--- src/rtl/core/pair_energy_accumulator_unit_assert.svh ---
// Assertion macros shared by the pair energy accumulator RTL.
`ifndef PAIR_ENERGY_ACCUMULATOR_UNIT_ASSERT_SVH
`define PAIR_ENERGY_ACCUMULATOR_UNIT_ASSERT_SVH

// Same-cycle implication, checked on every rising edge outside reset.
`define PEA_ASSERT_NOW(label, ante, cons) \
    label: assert property (@(posedge i_clk) disable iff (!i_rst_n) (ante) |-> (cons)) \
        else $error("pair energy accumulator: same-cycle check failed");

// Next-cycle implication, checked on every rising edge outside reset.
`define PEA_ASSERT_NEXT(label, ante, cons) \
    label: assert property (@(posedge i_clk) disable iff (!i_rst_n) (ante) |=> (cons)) \
        else $error("pair energy accumulator: next-cycle check failed");

`endif

--- src/rtl/core/pea_pkg.sv ---
// Shared types and constants of the pair energy accumulator.
`timescale 1ns / 1ps
package pea_pkg;

    localparam int COEF_W     = 32;
    localparam int DEN_W      = 35;
    localparam int MAG_W      = 34;
    localparam int PROD_W     = 68;
    localparam int SUM_W      = 64;
    localparam int ADD_W      = 66;
    localparam int REM_W      = 37;
    localparam int CNT_W      = 7;
    localparam int MUL_HALF   = 34;
    localparam int MUL_STEPS  = 68;
    localparam int DIV_STEPS  = 64;
    localparam int SQRT_STEPS = 34;

    // Operations of the shared serial unit.
    typedef enum logic [1:0] {
        OP_MULADD = 2'd0,
        OP_DIV    = 2'd1,
        OP_SQRT   = 2'd2
    } t_op;

    // Request to the serial unit, sampled when start is high.
    typedef struct packed {
        logic               start;
        t_op                op;
        logic [MAG_W-1:0]   a1;
        logic [MAG_W-1:0]   b1;
        logic [MAG_W-1:0]   a2;
        logic [MAG_W-1:0]   b2;
        logic [PROD_W-1:0]  num;
        logic [MAG_W-1:0]   dvs;
    } t_unit_req;

    // One term handed to the accumulator.
    typedef struct packed {
        logic               update;
        logic               skip;
        logic               neg;
        logic               last;
        logic [ADD_W-1:0]   mag;
    } t_acc_req;

endpackage

--- src/rtl/core/pea_serial_unit.sv ---
// Bit-serial multiply-add, restoring divider and restoring square root.
`timescale 1ns / 1ps
module pea_serial_unit (
    input  logic                       i_clk,
    input  logic                       i_rst_n,
    input  pea_pkg::t_unit_req         i_req,
    output logic                       o_busy,
    output logic                       o_done,
    output logic [pea_pkg::PROD_W-1:0] o_result
);
    import pea_pkg::*;

    logic              r_busy, n_busy;
    logic              r_done, n_done;
    t_op               r_op, n_op;
    logic [CNT_W-1:0]  r_cnt, n_cnt;
    logic [PROD_W-1:0] r_acc, n_acc;
    logic [PROD_W-1:0] r_mcand, n_mcand;
    logic [MAG_W-1:0]  r_mplier, n_mplier;
    logic [MAG_W-1:0]  r_a2, n_a2;
    logic [MAG_W-1:0]  r_b2, n_b2;
    logic [PROD_W-1:0] r_src, n_src;
    logic [REM_W-1:0]  r_rem, n_rem;
    logic [MAG_W-1:0]  r_dvs, n_dvs;

    logic [MAG_W:0]    w_dtrial;
    logic [MAG_W+1:0]  w_ddiff;
    logic              w_dge;
    logic [REM_W-1:0]  w_strial;
    logic [REM_W:0]    w_sdiff;
    logic              w_sge;

    // One divider step: bring down one numerator bit and try the divisor.
    assign w_dtrial = {r_rem[MAG_W-1:0], r_src[PROD_W-1]};
    assign w_ddiff  = {1'b0, w_dtrial} - {2'b00, r_dvs};
    assign w_dge    = ~w_ddiff[MAG_W+1];

    // One square-root step: bring down two radicand bits and try 4*root+1.
    assign w_strial = {r_rem[REM_W-3:0], r_src[PROD_W-1:PROD_W-2]};
    assign w_sdiff  = {1'b0, w_strial} - {2'b00, r_acc[MAG_W-1:0], 2'b01};
    assign w_sge    = ~w_sdiff[REM_W];

    // Next-state logic of the unit.
    always_comb begin
        n_busy   = r_busy;
        n_done   = 1'b0;
        n_op     = r_op;
        n_cnt    = r_cnt;
        n_acc    = r_acc;
        n_mcand  = r_mcand;
        n_mplier = r_mplier;
        n_a2     = r_a2;
        n_b2     = r_b2;
        n_src    = r_src;
        n_rem    = r_rem;
        n_dvs    = r_dvs;
        if (i_req.start) begin
            n_busy   = 1'b1;
            n_op     = i_req.op;
            n_cnt    = '0;
            n_acc    = '0;
            n_mcand  = {{(PROD_W-MAG_W){1'b0}}, i_req.a1};
            n_mplier = i_req.b1;
            n_a2     = i_req.a2;
            n_b2     = i_req.b2;
            n_rem    = '0;
            n_dvs    = i_req.dvs;
            if (i_req.op == OP_DIV) begin
                n_src = {i_req.num[SUM_W-1:0], {(PROD_W-SUM_W){1'b0}}};
            end else begin
                n_src = i_req.num;
            end
        end else if (r_busy) begin
            n_cnt = r_cnt + CNT_W'(1);
            unique case (r_op)
                OP_MULADD: begin
                    n_acc = r_mplier[0] ? (r_acc + r_mcand) : r_acc;
                    if (r_cnt == CNT_W'(MUL_HALF-1)) begin
                        n_mcand  = {{(PROD_W-MAG_W){1'b0}}, r_a2};
                        n_mplier = r_b2;
                    end else begin
                        n_mcand  = {r_mcand[PROD_W-2:0], 1'b0};
                        n_mplier = {1'b0, r_mplier[MAG_W-1:1]};
                    end
                    if (r_cnt == CNT_W'(MUL_STEPS-1)) begin
                        n_busy = 1'b0;
                        n_done = 1'b1;
                    end
                end
                OP_DIV: begin
                    n_acc = {r_acc[PROD_W-2:0], w_dge};
                    n_src = {r_src[PROD_W-2:0], 1'b0};
                    if (w_dge) begin
                        n_rem = {{(REM_W-MAG_W){1'b0}}, w_ddiff[MAG_W-1:0]};
                    end else begin
                        n_rem = {{(REM_W-MAG_W){1'b0}}, w_dtrial[MAG_W-1:0]};
                    end
                    if (r_cnt == CNT_W'(DIV_STEPS-1)) begin
                        n_busy = 1'b0;
                        n_done = 1'b1;
                    end
                end
                OP_SQRT: begin
                    n_acc = {r_acc[PROD_W-2:0], w_sge};
                    n_src = {r_src[PROD_W-3:0], 2'b00};
                    n_rem = w_sge ? w_sdiff[REM_W-1:0] : w_strial;
                    if (r_cnt == CNT_W'(SQRT_STEPS-1)) begin
                        n_busy = 1'b0;
                        n_done = 1'b1;
                    end
                end
                default: begin
                    n_busy = 1'b0;
                end
            endcase
        end
    end

    // Control registers.
    always_ff @(posedge i_clk) begin
        if (!i_rst_n) begin
            r_busy <= 1'b0;
            r_done <= 1'b0;
        end else begin
            r_busy <= n_busy;
            r_done <= n_done;
        end
    end

    // Datapath registers.
    always_ff @(posedge i_clk) begin
        r_op     <= n_op;
        r_cnt    <= n_cnt;
        r_acc    <= n_acc;
        r_mcand  <= n_mcand;
        r_mplier <= n_mplier;
        r_a2     <= n_a2;
        r_b2     <= n_b2;
        r_src    <= n_src;
        r_rem    <= n_rem;
        r_dvs    <= n_dvs;
    end

    assign o_busy   = r_busy;
    assign o_done   = r_done;
    assign o_result = r_acc;

endmodule

--- src/rtl/core/pea_accum.sv ---
// Saturating running sum, sticky flags and the result register.
`timescale 1ns / 1ps
module pea_accum (
    input  logic                      i_clk,
    input  logic                      i_rst_n,
    input  pea_pkg::t_acc_req         i_req,
    input  logic                      i_out_ready,
    output logic                      o_out_hold,
    output logic                      o_out_valid,
    output logic [pea_pkg::SUM_W-1:0] o_total,
    output logic                      o_zero_den,
    output logic                      o_saturated
);
    import pea_pkg::*;

    logic [SUM_W-1:0]    r_sum;
    logic                r_zd;
    logic                r_ov;
    logic                r_out_valid;
    logic [SUM_W-1:0]    r_out_total;
    logic                r_out_zd;
    logic                r_out_ov;

    logic [PROD_W-1:0]   w_sext;
    logic [PROD_W-1:0]   w_mext;
    logic [PROD_W-1:0]   w_raw;
    logic                w_clip;
    logic [SUM_W-1:0]    w_sum;
    logic                w_zd;
    logic                w_ov;

    // Wide add, then clip to the signed 64-bit range.
    assign w_sext = {{(PROD_W-SUM_W){r_sum[SUM_W-1]}}, r_sum};
    assign w_mext = {{(PROD_W-ADD_W){1'b0}}, i_req.mag};
    assign w_raw  = i_req.neg ? (w_sext - w_mext) : (w_sext + w_mext);
    assign w_clip = (w_raw[PROD_W-1:SUM_W-1] != '0) && (w_raw[PROD_W-1:SUM_W-1] != '1);

    always_comb begin
        w_sum = r_sum;
        w_zd  = r_zd;
        w_ov  = r_ov;
        if (i_req.skip) begin
            w_zd = 1'b1;
        end else if (w_clip) begin
            w_ov  = 1'b1;
            w_sum = w_raw[PROD_W-1] ? {1'b1, {(SUM_W-1){1'b0}}} : {1'b0, {(SUM_W-1){1'b1}}};
        end else begin
            w_sum = w_raw[SUM_W-1:0];
        end
    end

    // The sum and its flags clear when the last item of a set is emitted.
    always_ff @(posedge i_clk) begin
        if (!i_rst_n) begin
            r_sum       <= '0;
            r_zd        <= 1'b0;
            r_ov        <= 1'b0;
            r_out_valid <= 1'b0;
        end else begin
            if (r_out_valid && i_out_ready) begin
                r_out_valid <= 1'b0;
            end
            if (i_req.update) begin
                if (i_req.last) begin
                    r_sum       <= '0;
                    r_zd        <= 1'b0;
                    r_ov        <= 1'b0;
                    r_out_valid <= 1'b1;
                end else begin
                    r_sum <= w_sum;
                    r_zd  <= w_zd;
                    r_ov  <= w_ov;
                end
            end
        end
    end

    // Result payload.
    always_ff @(posedge i_clk) begin
        if (i_req.update && i_req.last) begin
            r_out_total <= w_sum;
            r_out_zd    <= w_zd;
            r_out_ov    <= w_ov;
        end
    end

    assign o_out_hold  = r_out_valid && !i_out_ready;
    assign o_out_valid = r_out_valid;
    assign o_total     = r_out_total;
    assign o_zero_den  = r_out_zd;
    assign o_saturated = r_out_ov;

endmodule

--- src/rtl/core/pair_energy_accumulator_unit.sv ---
// Top level of the pair energy accumulator: input capture, sequencer and term assembly.
// Standard mode: capture, setup and issue, then a serial multiply and a serial divide, then
// accumulate. Corrected mode: two serial squares and two serial roots, then term and accumulate.
// A zero denominator in standard mode skips the serial unit; otherwise the shared serial unit
// sets the rate, and a new item is taken only in the idle state.
// A result appears in the cycle after the last item's term is added.
// Synchronous active-low reset clears the sum, the flags, the mode, the state and the result valid bit.
`timescale 1ns / 1ps
module pair_energy_accumulator_unit (
    input  logic         i_clk,
    input  logic         i_rst_n,
    input  logic         i_cfg_valid,
    output logic         o_cfg_ready,
    input  logic         i_cfg_data,     // correction_mode
    input  logic         s_axis_tvalid,
    output logic         s_axis_tready,
    // coef_ab, coef_ba, energy_occ_i, energy_occ_j, energy_virt_a, energy_virt_b
    input  logic [191:0] s_axis_tdata,
    input  logic         s_axis_tuser,   // single_weight
    input  logic         s_axis_tlast,   // last_term
    output logic         m_axis_tvalid,
    input  logic         m_axis_tready,
    // energy_total, zero_denominator, saturated, zero fill
    output logic [71:0]  m_axis_tdata
);
    import pea_pkg::*;

    `include "pair_energy_accumulator_unit_assert.svh"

    typedef enum logic [10:0] {
        S_IDLE  = 11'b00000000001,
        S_PREP  = 11'b00000000010,
        S_ISSUE = 11'b00000000100,
        S_MUL   = 11'b00000001000,
        S_DIV   = 11'b00000010000,
        S_H1SQ  = 11'b00000100000,
        S_H1RT  = 11'b00001000000,
        S_H2SQ  = 11'b00010000000,
        S_H2RT  = 11'b00100000000,
        S_TERM  = 11'b01000000000,
        S_ACC   = 11'b10000000000
    } t_state;

    t_state                    r_state, n_state;
    logic                      r_mode;
    logic signed [COEF_W-1:0]  r_tab, r_tba, r_ei, r_ej, r_ea, r_eb;
    logic                      r_single, r_last;
    logic signed [DEN_W-1:0]   r_den;
    logic signed [COEF_W+1:0]  r_x;
    logic signed [COEF_W:0]    r_d2;
    logic [MAG_W-1:0]          r_h1, r_h2;
    logic [ADD_W-1:0]          r_add_mag, n_add_mag;
    logic                      r_add_neg, n_add_neg;
    logic                      r_add_skip, n_add_skip;

    t_unit_req                 w_req;
    t_acc_req                  w_acc;
    logic                      w_busy, w_done;
    logic [PROD_W-1:0]         w_res;
    logic                      w_hold, w_fire;

    logic [DEN_W-1:0]          w_dabs;
    logic [MAG_W-1:0]          w_dm, w_tabm, w_xm, w_t2m, w_d2m;
    logic                      w_std_neg;
    logic [DEN_W+3:0]          w_den_ext, w_t4;
    logic [DEN_W+1:0]          w_term, w_term_abs;
    logic [COEF_W:0]           w_d2abs;
    logic [COEF_W+1:0]         w_xabs;

    // Configuration register; always ready.
    assign o_cfg_ready = 1'b1;
    always_ff @(posedge i_clk) begin
        if (!i_rst_n) begin
            r_mode <= 1'b0;
        end else if (i_cfg_valid) begin
            r_mode <= i_cfg_data;
        end
    end

    // Magnitudes of the prepared operands.
    assign w_dabs    = r_den[DEN_W-1] ? (-r_den) : r_den;
    assign w_dm      = w_dabs[MAG_W-1:0];
    assign w_tabm    = {2'b00, (r_tab[COEF_W-1] ? (-r_tab) : r_tab)};
    assign w_xabs    = r_x[COEF_W+1] ? (-r_x) : r_x;
    assign w_xm      = w_xabs;
    assign w_t2m     = {w_tabm[MAG_W-2:0], 1'b0};
    assign w_d2abs   = r_d2[COEF_W] ? (-r_d2) : r_d2;
    assign w_d2m     = {w_d2abs, 1'b0};
    assign w_std_neg = (r_tab[COEF_W-1] ^ r_x[COEF_W+1]) ^ r_den[DEN_W-1];

    // Corrected term: floor((-3*den - 2*h1 - h2) / 4).
    assign w_den_ext  = {{4{r_den[DEN_W-1]}}, r_den};
    assign w_t4       = '0 - w_den_ext - {w_den_ext[DEN_W+2:0], 1'b0}
                        - {4'b0000, r_h1, 1'b0} - {5'b00000, r_h2};
    assign w_term     = w_t4[DEN_W+3:2];
    assign w_term_abs = w_term[DEN_W+1] ? ('0 - w_term) : w_term;

    assign w_fire = (r_state == S_ACC) && !(r_last && w_hold);

    // Sequencer and serial unit requests.
    always_comb begin
        n_state    = r_state;
        n_add_mag  = r_add_mag;
        n_add_neg  = r_add_neg;
        n_add_skip = r_add_skip;
        w_req       = '0;
        w_req.op    = OP_MULADD;
        unique case (r_state)
            S_IDLE: begin
                if (s_axis_tvalid) begin
                    n_state = S_PREP;
                end
            end
            S_PREP: begin
                n_state = S_ISSUE;
            end
            S_ISSUE: begin
                n_add_skip = 1'b0;
                if (!r_mode && (r_den == '0)) begin
                    n_add_skip = 1'b1;
                    n_add_mag  = '0;
                    n_add_neg  = 1'b0;
                    n_state    = S_ACC;
                end else if (!r_mode) begin
                    w_req.start = 1'b1;
                    w_req.a1    = w_tabm;
                    w_req.b1    = w_xm;
                    n_state     = S_MUL;
                end else begin
                    w_req.start = 1'b1;
                    w_req.a1    = w_dm;
                    w_req.b1    = w_dm;
                    w_req.a2    = w_t2m;
                    w_req.b2    = w_t2m;
                    n_state     = S_H1SQ;
                end
            end
            S_MUL: begin
                if (w_done) begin
                    w_req.start = 1'b1;
                    w_req.op    = OP_DIV;
                    w_req.num   = w_res;
                    w_req.dvs   = w_dm;
                    n_state     = S_DIV;
                end
            end
            S_DIV: begin
                if (w_done) begin
                    n_add_neg = w_std_neg;
                    if (r_single) begin
                        n_add_mag = {2'b00, w_res[SUM_W-1:0]};
                    end else begin
                        n_add_mag = {1'b0, w_res[SUM_W-1:0], 1'b0};
                    end
                    n_state = S_ACC;
                end
            end
            S_H1SQ: begin
                if (w_done) begin
                    w_req.start = 1'b1;
                    w_req.op    = OP_SQRT;
                    w_req.num   = w_res;
                    n_state     = S_H1RT;
                end
            end
            S_H1RT: begin
                if (w_done) begin
                    w_req.start = 1'b1;
                    w_req.a1    = w_dm;
                    w_req.b1    = w_dm;
                    w_req.a2    = w_d2m;
                    w_req.b2    = w_d2m;
                    n_state     = S_H2SQ;
                end
            end
            S_H2SQ: begin
                if (w_done) begin
                    w_req.start = 1'b1;
                    w_req.op    = OP_SQRT;
                    w_req.num   = w_res;
                    n_state     = S_H2RT;
                end
            end
            S_H2RT: begin
                if (w_done) begin
                    n_state = S_TERM;
                end
            end
            S_TERM: begin
                n_add_neg = w_term[DEN_W+1];
                if (r_single) begin
                    n_add_mag = {{(ADD_W-DEN_W-2){1'b0}}, w_term_abs};
                end else begin
                    n_add_mag = {{(ADD_W-DEN_W-3){1'b0}}, w_term_abs, 1'b0};
                end
                n_state = S_ACC;
            end
            S_ACC: begin
                if (w_fire) begin
                    n_state = S_IDLE;
                end
            end
            default: begin
                n_state = S_IDLE;
            end
        endcase
    end

    // State register.
    always_ff @(posedge i_clk) begin
        if (!i_rst_n) begin
            r_state <= S_IDLE;
        end else begin
            r_state <= n_state;
        end
    end

    // Input capture, operand preparation and square-root results.
    always_ff @(posedge i_clk) begin
        if (s_axis_tvalid && s_axis_tready) begin
            r_tab    <= s_axis_tdata[31:0];
            r_tba    <= s_axis_tdata[63:32];
            r_ei     <= s_axis_tdata[95:64];
            r_ej     <= s_axis_tdata[127:96];
            r_ea     <= s_axis_tdata[159:128];
            r_eb     <= s_axis_tdata[191:160];
            r_single <= s_axis_tuser;
            r_last   <= s_axis_tlast;
        end
        if (r_state == S_PREP) begin
            r_den <= DEN_W'(r_ei) + DEN_W'(r_ej) - DEN_W'(r_ea) - DEN_W'(r_eb);
            r_x   <= (COEF_W+2)'(r_tab) + (COEF_W+2)'(r_tab) - (COEF_W+2)'(r_tba);
            r_d2  <= (COEF_W+1)'(r_tab) - (COEF_W+1)'(r_tba);
        end
        if ((r_state == S_H1RT) && w_done) begin
            r_h1 <= w_res[MAG_W-1:0];
        end
        if ((r_state == S_H2RT) && w_done) begin
            r_h2 <= w_res[MAG_W-1:0];
        end
        r_add_mag  <= n_add_mag;
        r_add_neg  <= n_add_neg;
        r_add_skip <= n_add_skip;
    end

    assign s_axis_tready = (r_state == S_IDLE);

    pea_serial_unit u_unit (
        .i_clk    (i_clk),
        .i_rst_n  (i_rst_n),
        .i_req    (w_req),
        .o_busy   (w_busy),
        .o_done   (w_done),
        .o_result (w_res)
    );

    // Term handed to the accumulator.
    always_comb begin
        w_acc.update = w_fire;
        w_acc.skip   = r_add_skip;
        w_acc.neg    = r_add_neg;
        w_acc.last   = r_last;
        w_acc.mag    = r_add_mag;
    end

    pea_accum u_accum (
        .i_clk       (i_clk),
        .i_rst_n     (i_rst_n),
        .i_req       (w_acc),
        .i_out_ready (m_axis_tready),
        .o_out_hold  (w_hold),
        .o_out_valid (m_axis_tvalid),
        .o_total     (m_axis_tdata[63:0]),
        .o_zero_den  (m_axis_tdata[64]),
        .o_saturated (m_axis_tdata[65])
    );

    assign m_axis_tdata[71:66] = '0;

    // The serial unit is started only when it is free.
    `PEA_ASSERT_NOW(a_start_free, w_req.start, !w_busy)
    // A unit result arrives only while the sequencer waits for one.
    `PEA_ASSERT_NOW(a_done_wait, w_done, (r_state != S_IDLE) && (r_state != S_ACC)
        && (r_state != S_PREP) && (r_state != S_ISSUE) && (r_state != S_TERM))
    // The last item of a set always leaves a result behind.
    `PEA_ASSERT_NEXT(a_emit, w_fire && r_last, m_axis_tvalid)

endmodule

--- config.mk ---
export PLATFORM = sky130hd
export DESIGN_NAME = pair_energy_accumulator_unit
export DESIGN_NICKNAME = d
export VERILOG_FILES = /design/src/rtl/core/pea_pkg.sv /design/src/rtl/core/pea_serial_unit.sv /design/src/rtl/core/pea_accum.sv /design/src/rtl/core/pair_energy_accumulator_unit.sv
export VERILOG_INCLUDE_DIRS = /design/src /design/src/rtl/core
export SDC_FILE = /design/constraint.sdc
export NUM_CORES = 2
export LEC_CHECK = 0
export ABC_AREA = 1
export BUFFER_PORTS_ARGS = -buffer_cell sky130_fd_sc_hd__buf_2
export CAP_MARGIN = 20
export CELL_PAD_IN_SITES_DETAIL_PLACEMENT = 0
export CELL_PAD_IN_SITES_GLOBAL_PLACEMENT = 1
export CORE_ASPECT_RATIO = 0.9
export CORE_MARGIN = 2
export CORE_UTILIZATION = 43
export CTS_CLUSTER_DIAMETER = 40
export DETAILED_ROUTE_END_ITERATION = 10
export PLACE_DENSITY = 0.87
export SETUP_SLACK_MARGIN = 0.3
export SYNTH_ARGS = -nofsm -noshare
export SYNTH_HDL_FRONTEND = slang
export SYNTH_HIERARCHICAL = 1
export SYNTH_SLANG_ARGS = --single-unit
--- constraint.sdc ---
create_clock -name i_clk -period 12.8 [get_ports i_clk]
set_clock_uncertainty 0.15 [all_clocks]
set_input_delay 2.56 -clock i_clk [delete_from_list [all_inputs] [get_ports i_clk]]
set_output_delay 2.56 -clock i_clk [all_outputs]
set_load 0.03 [all_outputs]
Word-level counts from Yosys, hierarchy flattened
Index checks and enable logic that the tools add are counted.
{ "word_totals": {"reg_bits": 963, "elab_cells": 204, "out_inout_bits": 75} }
{ "op_classes": {"mux": 79, "bitwise_logic": 6, "reduce_logical": 32, "n_eq_ne": 28, "addsub": 21} }
{ "op_table": {"columns": ["cell", "n"], "rows": [
  ["$mux W68", 8],
  ["$mux W34", 10],
  ["$mux W136", 2],
  ["$pmux W136 S2", 1],
  ["$pmux W68 S2", 2],
  ["$mux W64", 4],
  ["$pmux W68 S3", 1],
  ["$pmux W66 S3", 1],
  ["$mux W66", 2],
  ["$pmux W11 S11", 1],
  ["$mux W102", 1],
  ["$mux W11", 9],
  ["$sub A37 B36 Y38", 2],
  ["$pmux W35 S2", 1],
  ["$add A64 B67 Y68", 1],
  ["$add A68 B68 Y68", 1],
  ["$neg A34 Y34", 2],
  ["$sub A33 B32 Y34", 2],
  ["$sub A64 B67 Y68", 1],
  ["$mux W67", 1],
  ["$add A32 B32 Y33", 2],
  ["$mux W65", 1],
  ["$sub A38 B35 Y39", 1],
  ["$mux W38", 1],
  ["51 further kinds", 108]
]} }

Depth between registers and ports, before layout
{ "logic_depth": {"word_depth": 8, "mapped_depth": 36, "depth_no_buf": 35} }

Cells and area by module
The synthesis kept the hierarchy.
{ "modules_own_cells": {"columns": ["mod", "seq_area_each_um2", "n_inst", "area_each_um2", "cells_each"], "rows": [
  ["pair_energy_accumulator_unit", 13182.6, 1, 33651.0, 4025],
  ["pea_serial_unit", 10129.7, 1, 28160.8, 4123],
  ["pea_accum", 3323.2, 1, 12922.4, 2009]
]} }

Worst setup path before layout
No wires, ideal clock.
{ "synth_path": {"kind": "reg2reg", "startpoint": "register r_state[6]", "endpoint": "register r_add_mag[0], enable pin", "slack_ns": -0.520, "path_buffers": 0, "stages_incl_launch_ff": 12, "period_less_slack_ns": 13.320, "setup_time_ns": 0.420, "t_arrival_ns": 12.750, "cell_sequence": "dfxtp_1 nor2_1 inv_2 nor2_1 nand2_1 nor4_1 inv_1 nand2_1 nor4_1 nor2_1 nand2_1 inv_1"} }
{ "synth_between": {"elab_chain_len": 3, "word_cells_on_any_way": 7, "classes_between": "5 x eq/ne; 2 x reduce/logical"} }
{ "synth_lines": {"columns": ["item", "line", "rtl"], "rows": [
  ["start: declaration", "pair_energy_accumulator_unit.sv:44", "t_state r_state, n_state;"],
  ["start signal: assignment", "pair_energy_accumulator_unit.sv:214", "r_state <= n_state;"],
  ["$eq A11 B3 Y1, or another cell as far along", "pair_energy_accumulator_unit.sv:108", "unique case (r_state)"],
  ["$ne A2 B2 Y1 (no line), or another cell as far along", null, null],
  ["$reduce_and A3 Y1 (no line) (*)", null, null],
  ["end signal: assignment", "pair_energy_accumulator_unit.sv:241", "r_add_mag <= n_add_mag;"],
  ["end: declaration", "pair_energy_accumulator_unit.sv:52", "logic [ADD_W-1:0] r_add_mag, n_add_mag;"]
]} }
Every way passes the cells marked *; elsewhere a longest branch is shown, timed or not.
A chain may end at the register's enable or synchronous reset.

Worst setup path in the final report
{ "layout_path": {"startpoint": "register r_add_mag[5]", "endpoint": "register u_accum.r_sum[48]"} }
{ "layout_between": {"elab_chain_len": 7, "word_cells_on_any_way": 10, "classes_between": "2 x add/sub; 1 x eq/ne; 5 x mux; 2 x reduce/logical"} }
{ "layout_lines": {"columns": ["item", "line", "rtl"], "rows": [
  ["$add A64 B67 Y68 or $sub A64 B67 Y68 (tied branches)", "pea_accum.sv:35", "assign w_raw = i_req.neg ? (w_sext - w_mext) : (w_sext + w_mext);"],
  ["$mux W68 (*)", "pea_accum.sv:35", null],
  ["$ne A5 B5 Y1 or $reduce_bool A5 Y1 (tied branches)", "pea_accum.sv:36", "assign w_clip = (w_raw[PROD_W-1:SUM_W-1] != '0) && (w_raw[PROD_W-1:SUM_W-1] != '1);"],
  ["$logic_and A1 B1 Y1", "pea_accum.sv:36", null],
  ["$mux W64 (*)", "pea_accum.sv:44", "end else if (w_clip) begin"],
  ["$mux W64 (*)", "pea_accum.sv:42", "if (i_req.skip) begin"],
  ["$mux W64 (*)", "pea_accum.sv:64", "if (i_req.last) begin"],
  ["end signal: assignment", "pea_accum.sv:70", "r_sum <= w_sum;"],
  ["end: declaration", "pea_accum.sv:16", "logic [SUM_W-1:0] r_sum;"]
]} }
Marks and branches as above.

==> impl_metrics.csv <==
group,metric,value,unit
status,outcome,"finished, final reports clean",
final_layout,mostFrequentLayoutCell,"nand2_1",
routing,wl,266000,um
setup_path,worstPathRequired,13.24,ns
floorplan,start_util,43.2,%
power,ir_worst_vdd,0.194,mV
final_layout,final_cell_mix,"nand2_1 (2427), inv_1 (1504), nor2_1 (1119), a21oi_1 (790), edfxtp_1 (737)",
floorplan,core,0.173,sq mm
sta,period_needed,7.50,ns
clock_tree,clock-root-buffer,"clkbuf_16",
grt,grt_pass1_vias,66100,
flow_run,max_cap_violations,0,
clock_tree,h-tree-depth,4,
power,p_sw_share,42.6,%
power,internal-power,8.83,mW
routing,dr_total_vias,69200,
clock_tree,clk_pin_slew,0.05,ns
synthesis,synthCells,10200,
floorplan,die-height,400,um
synthesis,synth_edf_count,737,
routing,avgRoutedWirePerCell,20.8,um
final_layout,fin_nets,11100,
sta,tightest_slew,1.13,ns
synthesis,synth_top_flop_cell,"edfxtp_1",
setup_path,path_max_fanout,81,
sta,drv_slew,0,
setup_path,end_kind,"flip-flop",
clock_tree,clk_latency,0.80,ns
sta,setup_viol,0,
sta,fin_ws,5.30,ns
sta,finalCritPeriodShare,58.6,%
grt,antenna_found_initial,11,
final_layout,fillers,17200,
routing,ant_nets,0,
placement,hpwl,213000,um
final_layout,stdcell_area,0.0839,sq mm
clock_tree,cts_tree,"built",
setup_path,startpoint_type,"flip-flop",
final_layout,fin_cells,12800,
floorplan,rows,145,
routing,drtPass1Iterations,6,
final_layout,fin_util,48.5,%
synthesis,yosysWarningCount,6,
synthesis,synth_xor_area_share,4.20,%
power,p_per_area,183,mW/mm^2
routing,drtIter0Drc,6579,
power,p_clk_share,29.0,%
final_layout,multiInputGateArea,0.0411,sq mm
clock_tree,cts_hold_buf,0,
placement,port_buffers,267,
clock_tree,postCtsSetupBuffers,0,
power,p_total,15.4,mW
floorplan,dieArea,0.177,sq mm
power,combPwrFrac,43.5,%
final_layout,drive_above_1_share,8.41,%
grt,grt_overflow,0,
clock_tree,cts_buffer_depth,3,
synthesis,synth_compound_area_share,13.5,%
clock_tree,cts_resized,0,
placement,gp_congestion,0.996,
hold_path,hold_class,"flip-flop to flip-flop",
routing,vias_per_cell,5.41,
grt,track_usage,29.3,%
synthesis,synth-simple-area-share,26.4,%
power,p_seq_share,27.5,%
clock_tree,cts_buffers,162,
placement,dpl.cell_count,12500,
sta,hold_viol_final,0,
final_layout,seqCellArea,0.0266,sq mm
sta,fmax,133,MHz
routing,drcViolationCount,0,
synthesis,synth_mux_area_share,0,%
synthesis,synthAdderAreaFrac,10.6,%
placement,placed_cell_area,0.0782,sq mm
synthesis,ys_seq_elements,962,
setup_path,arrival,7.95,ns
synthesis,synth_async_sr_flop_share,0,%
synthesis,syn_area,0.0747,sq mm
sta,rsz0062_at_grt,"no",
clock_tree,clock-sinks,962,
floorplan,ios,275,
setup_path,worstSetupPathType,"flip-flop to flip-flop",
final_layout,syn2layout_area_growth,12.2,%
synthesis,syn_avg_cell_area,7.36,sq um
sta,holdWs,0.330,ns
synthesis,seq_area_frac_synth,35.6,%
sta,tns,0,ns
grt,grt_max_degree,192,
grt,grt_pass1_wl,400000,um
floorplan,fp.dieW,443,um
synthesis,synth_cell_type_count,71,
power,leakage,40.3,nW
placement,place_ws,5.45,ns
synthesis,synth_top_family_by_area,"simple AND/OR/NAND/NOR gates",
power,switchingPower,6.54,mW
sta,slew_headroom,23.7,%
-- per-layer routing --
layer,track usage (%),share of wire (%)
met1,40.8,46
met2,47.4,45
met3,3.58,6.0
met4,9.62,3.4
met5,0,0
-- flip-flops by register name (all words and copies together), names as in the netlist, 33 cells and up --
register / count
u_unit/o_result: 68
u_accum/r_sum: 64
r_add_mag: 65
r_den: 35
u_unit/r_dvs: 34
r_h1: 34
r_h2: 34
r_x: 34
r_d2: 33
u_unit/r_a2: 34
u_unit/r_mplier: 34
u_unit/r_src: 68
u_unit/r_rem: 35
u_unit/r_mcand: 68
u_accum/o_total: 64
u_unit/r_b2: 34
-- logic make-up (layout without fill, tap and decap cells) --
| group | Yosys count | in the layout |
|---|---|---|
| xor+xnor | 358 | 358 |
| other cells | 2 | 14 |
| flops | 962 | 962 |
| compound gates | 1778 | 1778 |
| simple gates | 4664 | 4664 |
| buf+inv | 1840 | 2177 |
| fa+ha+maj | 553 | 553 |
-- synthesized netlist by cell type (all sizes together) (30+ instances only) --
library cell / n / area (sq um)
o21bai: 55 / 435
o32ai: 33 / 289
nand4: 87 / 563
or2: 91 / 569
a21boi: 84 / 634
nand3: 639 / 3320
xor2: 235 / 2060
nand3b: 30 / 225
dfxtp: 225 / 4500
xnor2: 123 / 1080
a21oi: 799 / 4050
o21ai: 543 / 2730
nand2: 2477 / 9460
edfxtp: 737 / 22100
nor4: 43 / 305
ha: 416 / 5200
clkbuf: 207 / 787
nor3: 109 / 586
nor2: 1166 / 4550
fa: 137 / 2740
o211ai: 53 / 458
o22ai: 67 / 419
inv: 1535 / 5760
buf: 89 / 586
-- critical path, cell delays in order (launching register included) --
cell and delay [ns]:
edfxtp_1 0.43, nor2_1 0.14, nor3b_1 0.24, nand4_1 0.24, nor2_1 0.32, nand4_1 0.16
nor2_1 0.48, nand2_1 0.25, o41ai_1 0.35, xor2_1 0.27, ha_1 0.37, a21oi_1 0.31
o21ai_0 0.28, a21oi_1 0.27, nand2_1 0.08, a21oi_1 0.48, nand3_1 0.14, nand2_1 0.11
nand3_2 0.12, a21oi_4 0.61, buf_4 0.39, buf_4 0.66, nand2_1 0.13, nand3_1 0.11
a21oi_1 0.08
-- layout make-up --
class / count / area share [%]
Clock inverter: 120 / 1.69
Timing Repair Buffer: 329 / 2.22
Tap cell: 2278 / 3.40
Antenna cell: 4 / 0.0119
Inverter: 1544 / 6.91
Sequential cell: 962 / 31.8
Clock buffer: 184 / 5.03
Multi-Input combinational cell: 7363 / 49.0
-- power groups by stage --
stage               logic (mW)  clock network [mW]  registers (mW)
finish                    6.68                4.45            4.23
detailed placement        6.58                   0            4.29
global placement          6.52                   0            4.28
CTS                       6.62                4.51            4.23
floorplan                 4.88                   0            4.17
global route              7.50                4.65            4.25
-- final timing paths --
kind	slack [ns]	end	from	cells past startpoint
hold / removal	0.33	u_accum/r_sum[0]	u_accum/r_sum[0]	2
setup reg to reg	5.30	u_accum/r_sum[48]	r_add_mag[5]	24
hold reg to reg	0.33	u_accum/r_sum[0]	u_accum/r_sum[0]	2
setup / recovery	5.30	u_accum/r_sum[48]	r_add_mag[5]	24
(Power assumes the default switching activity.)
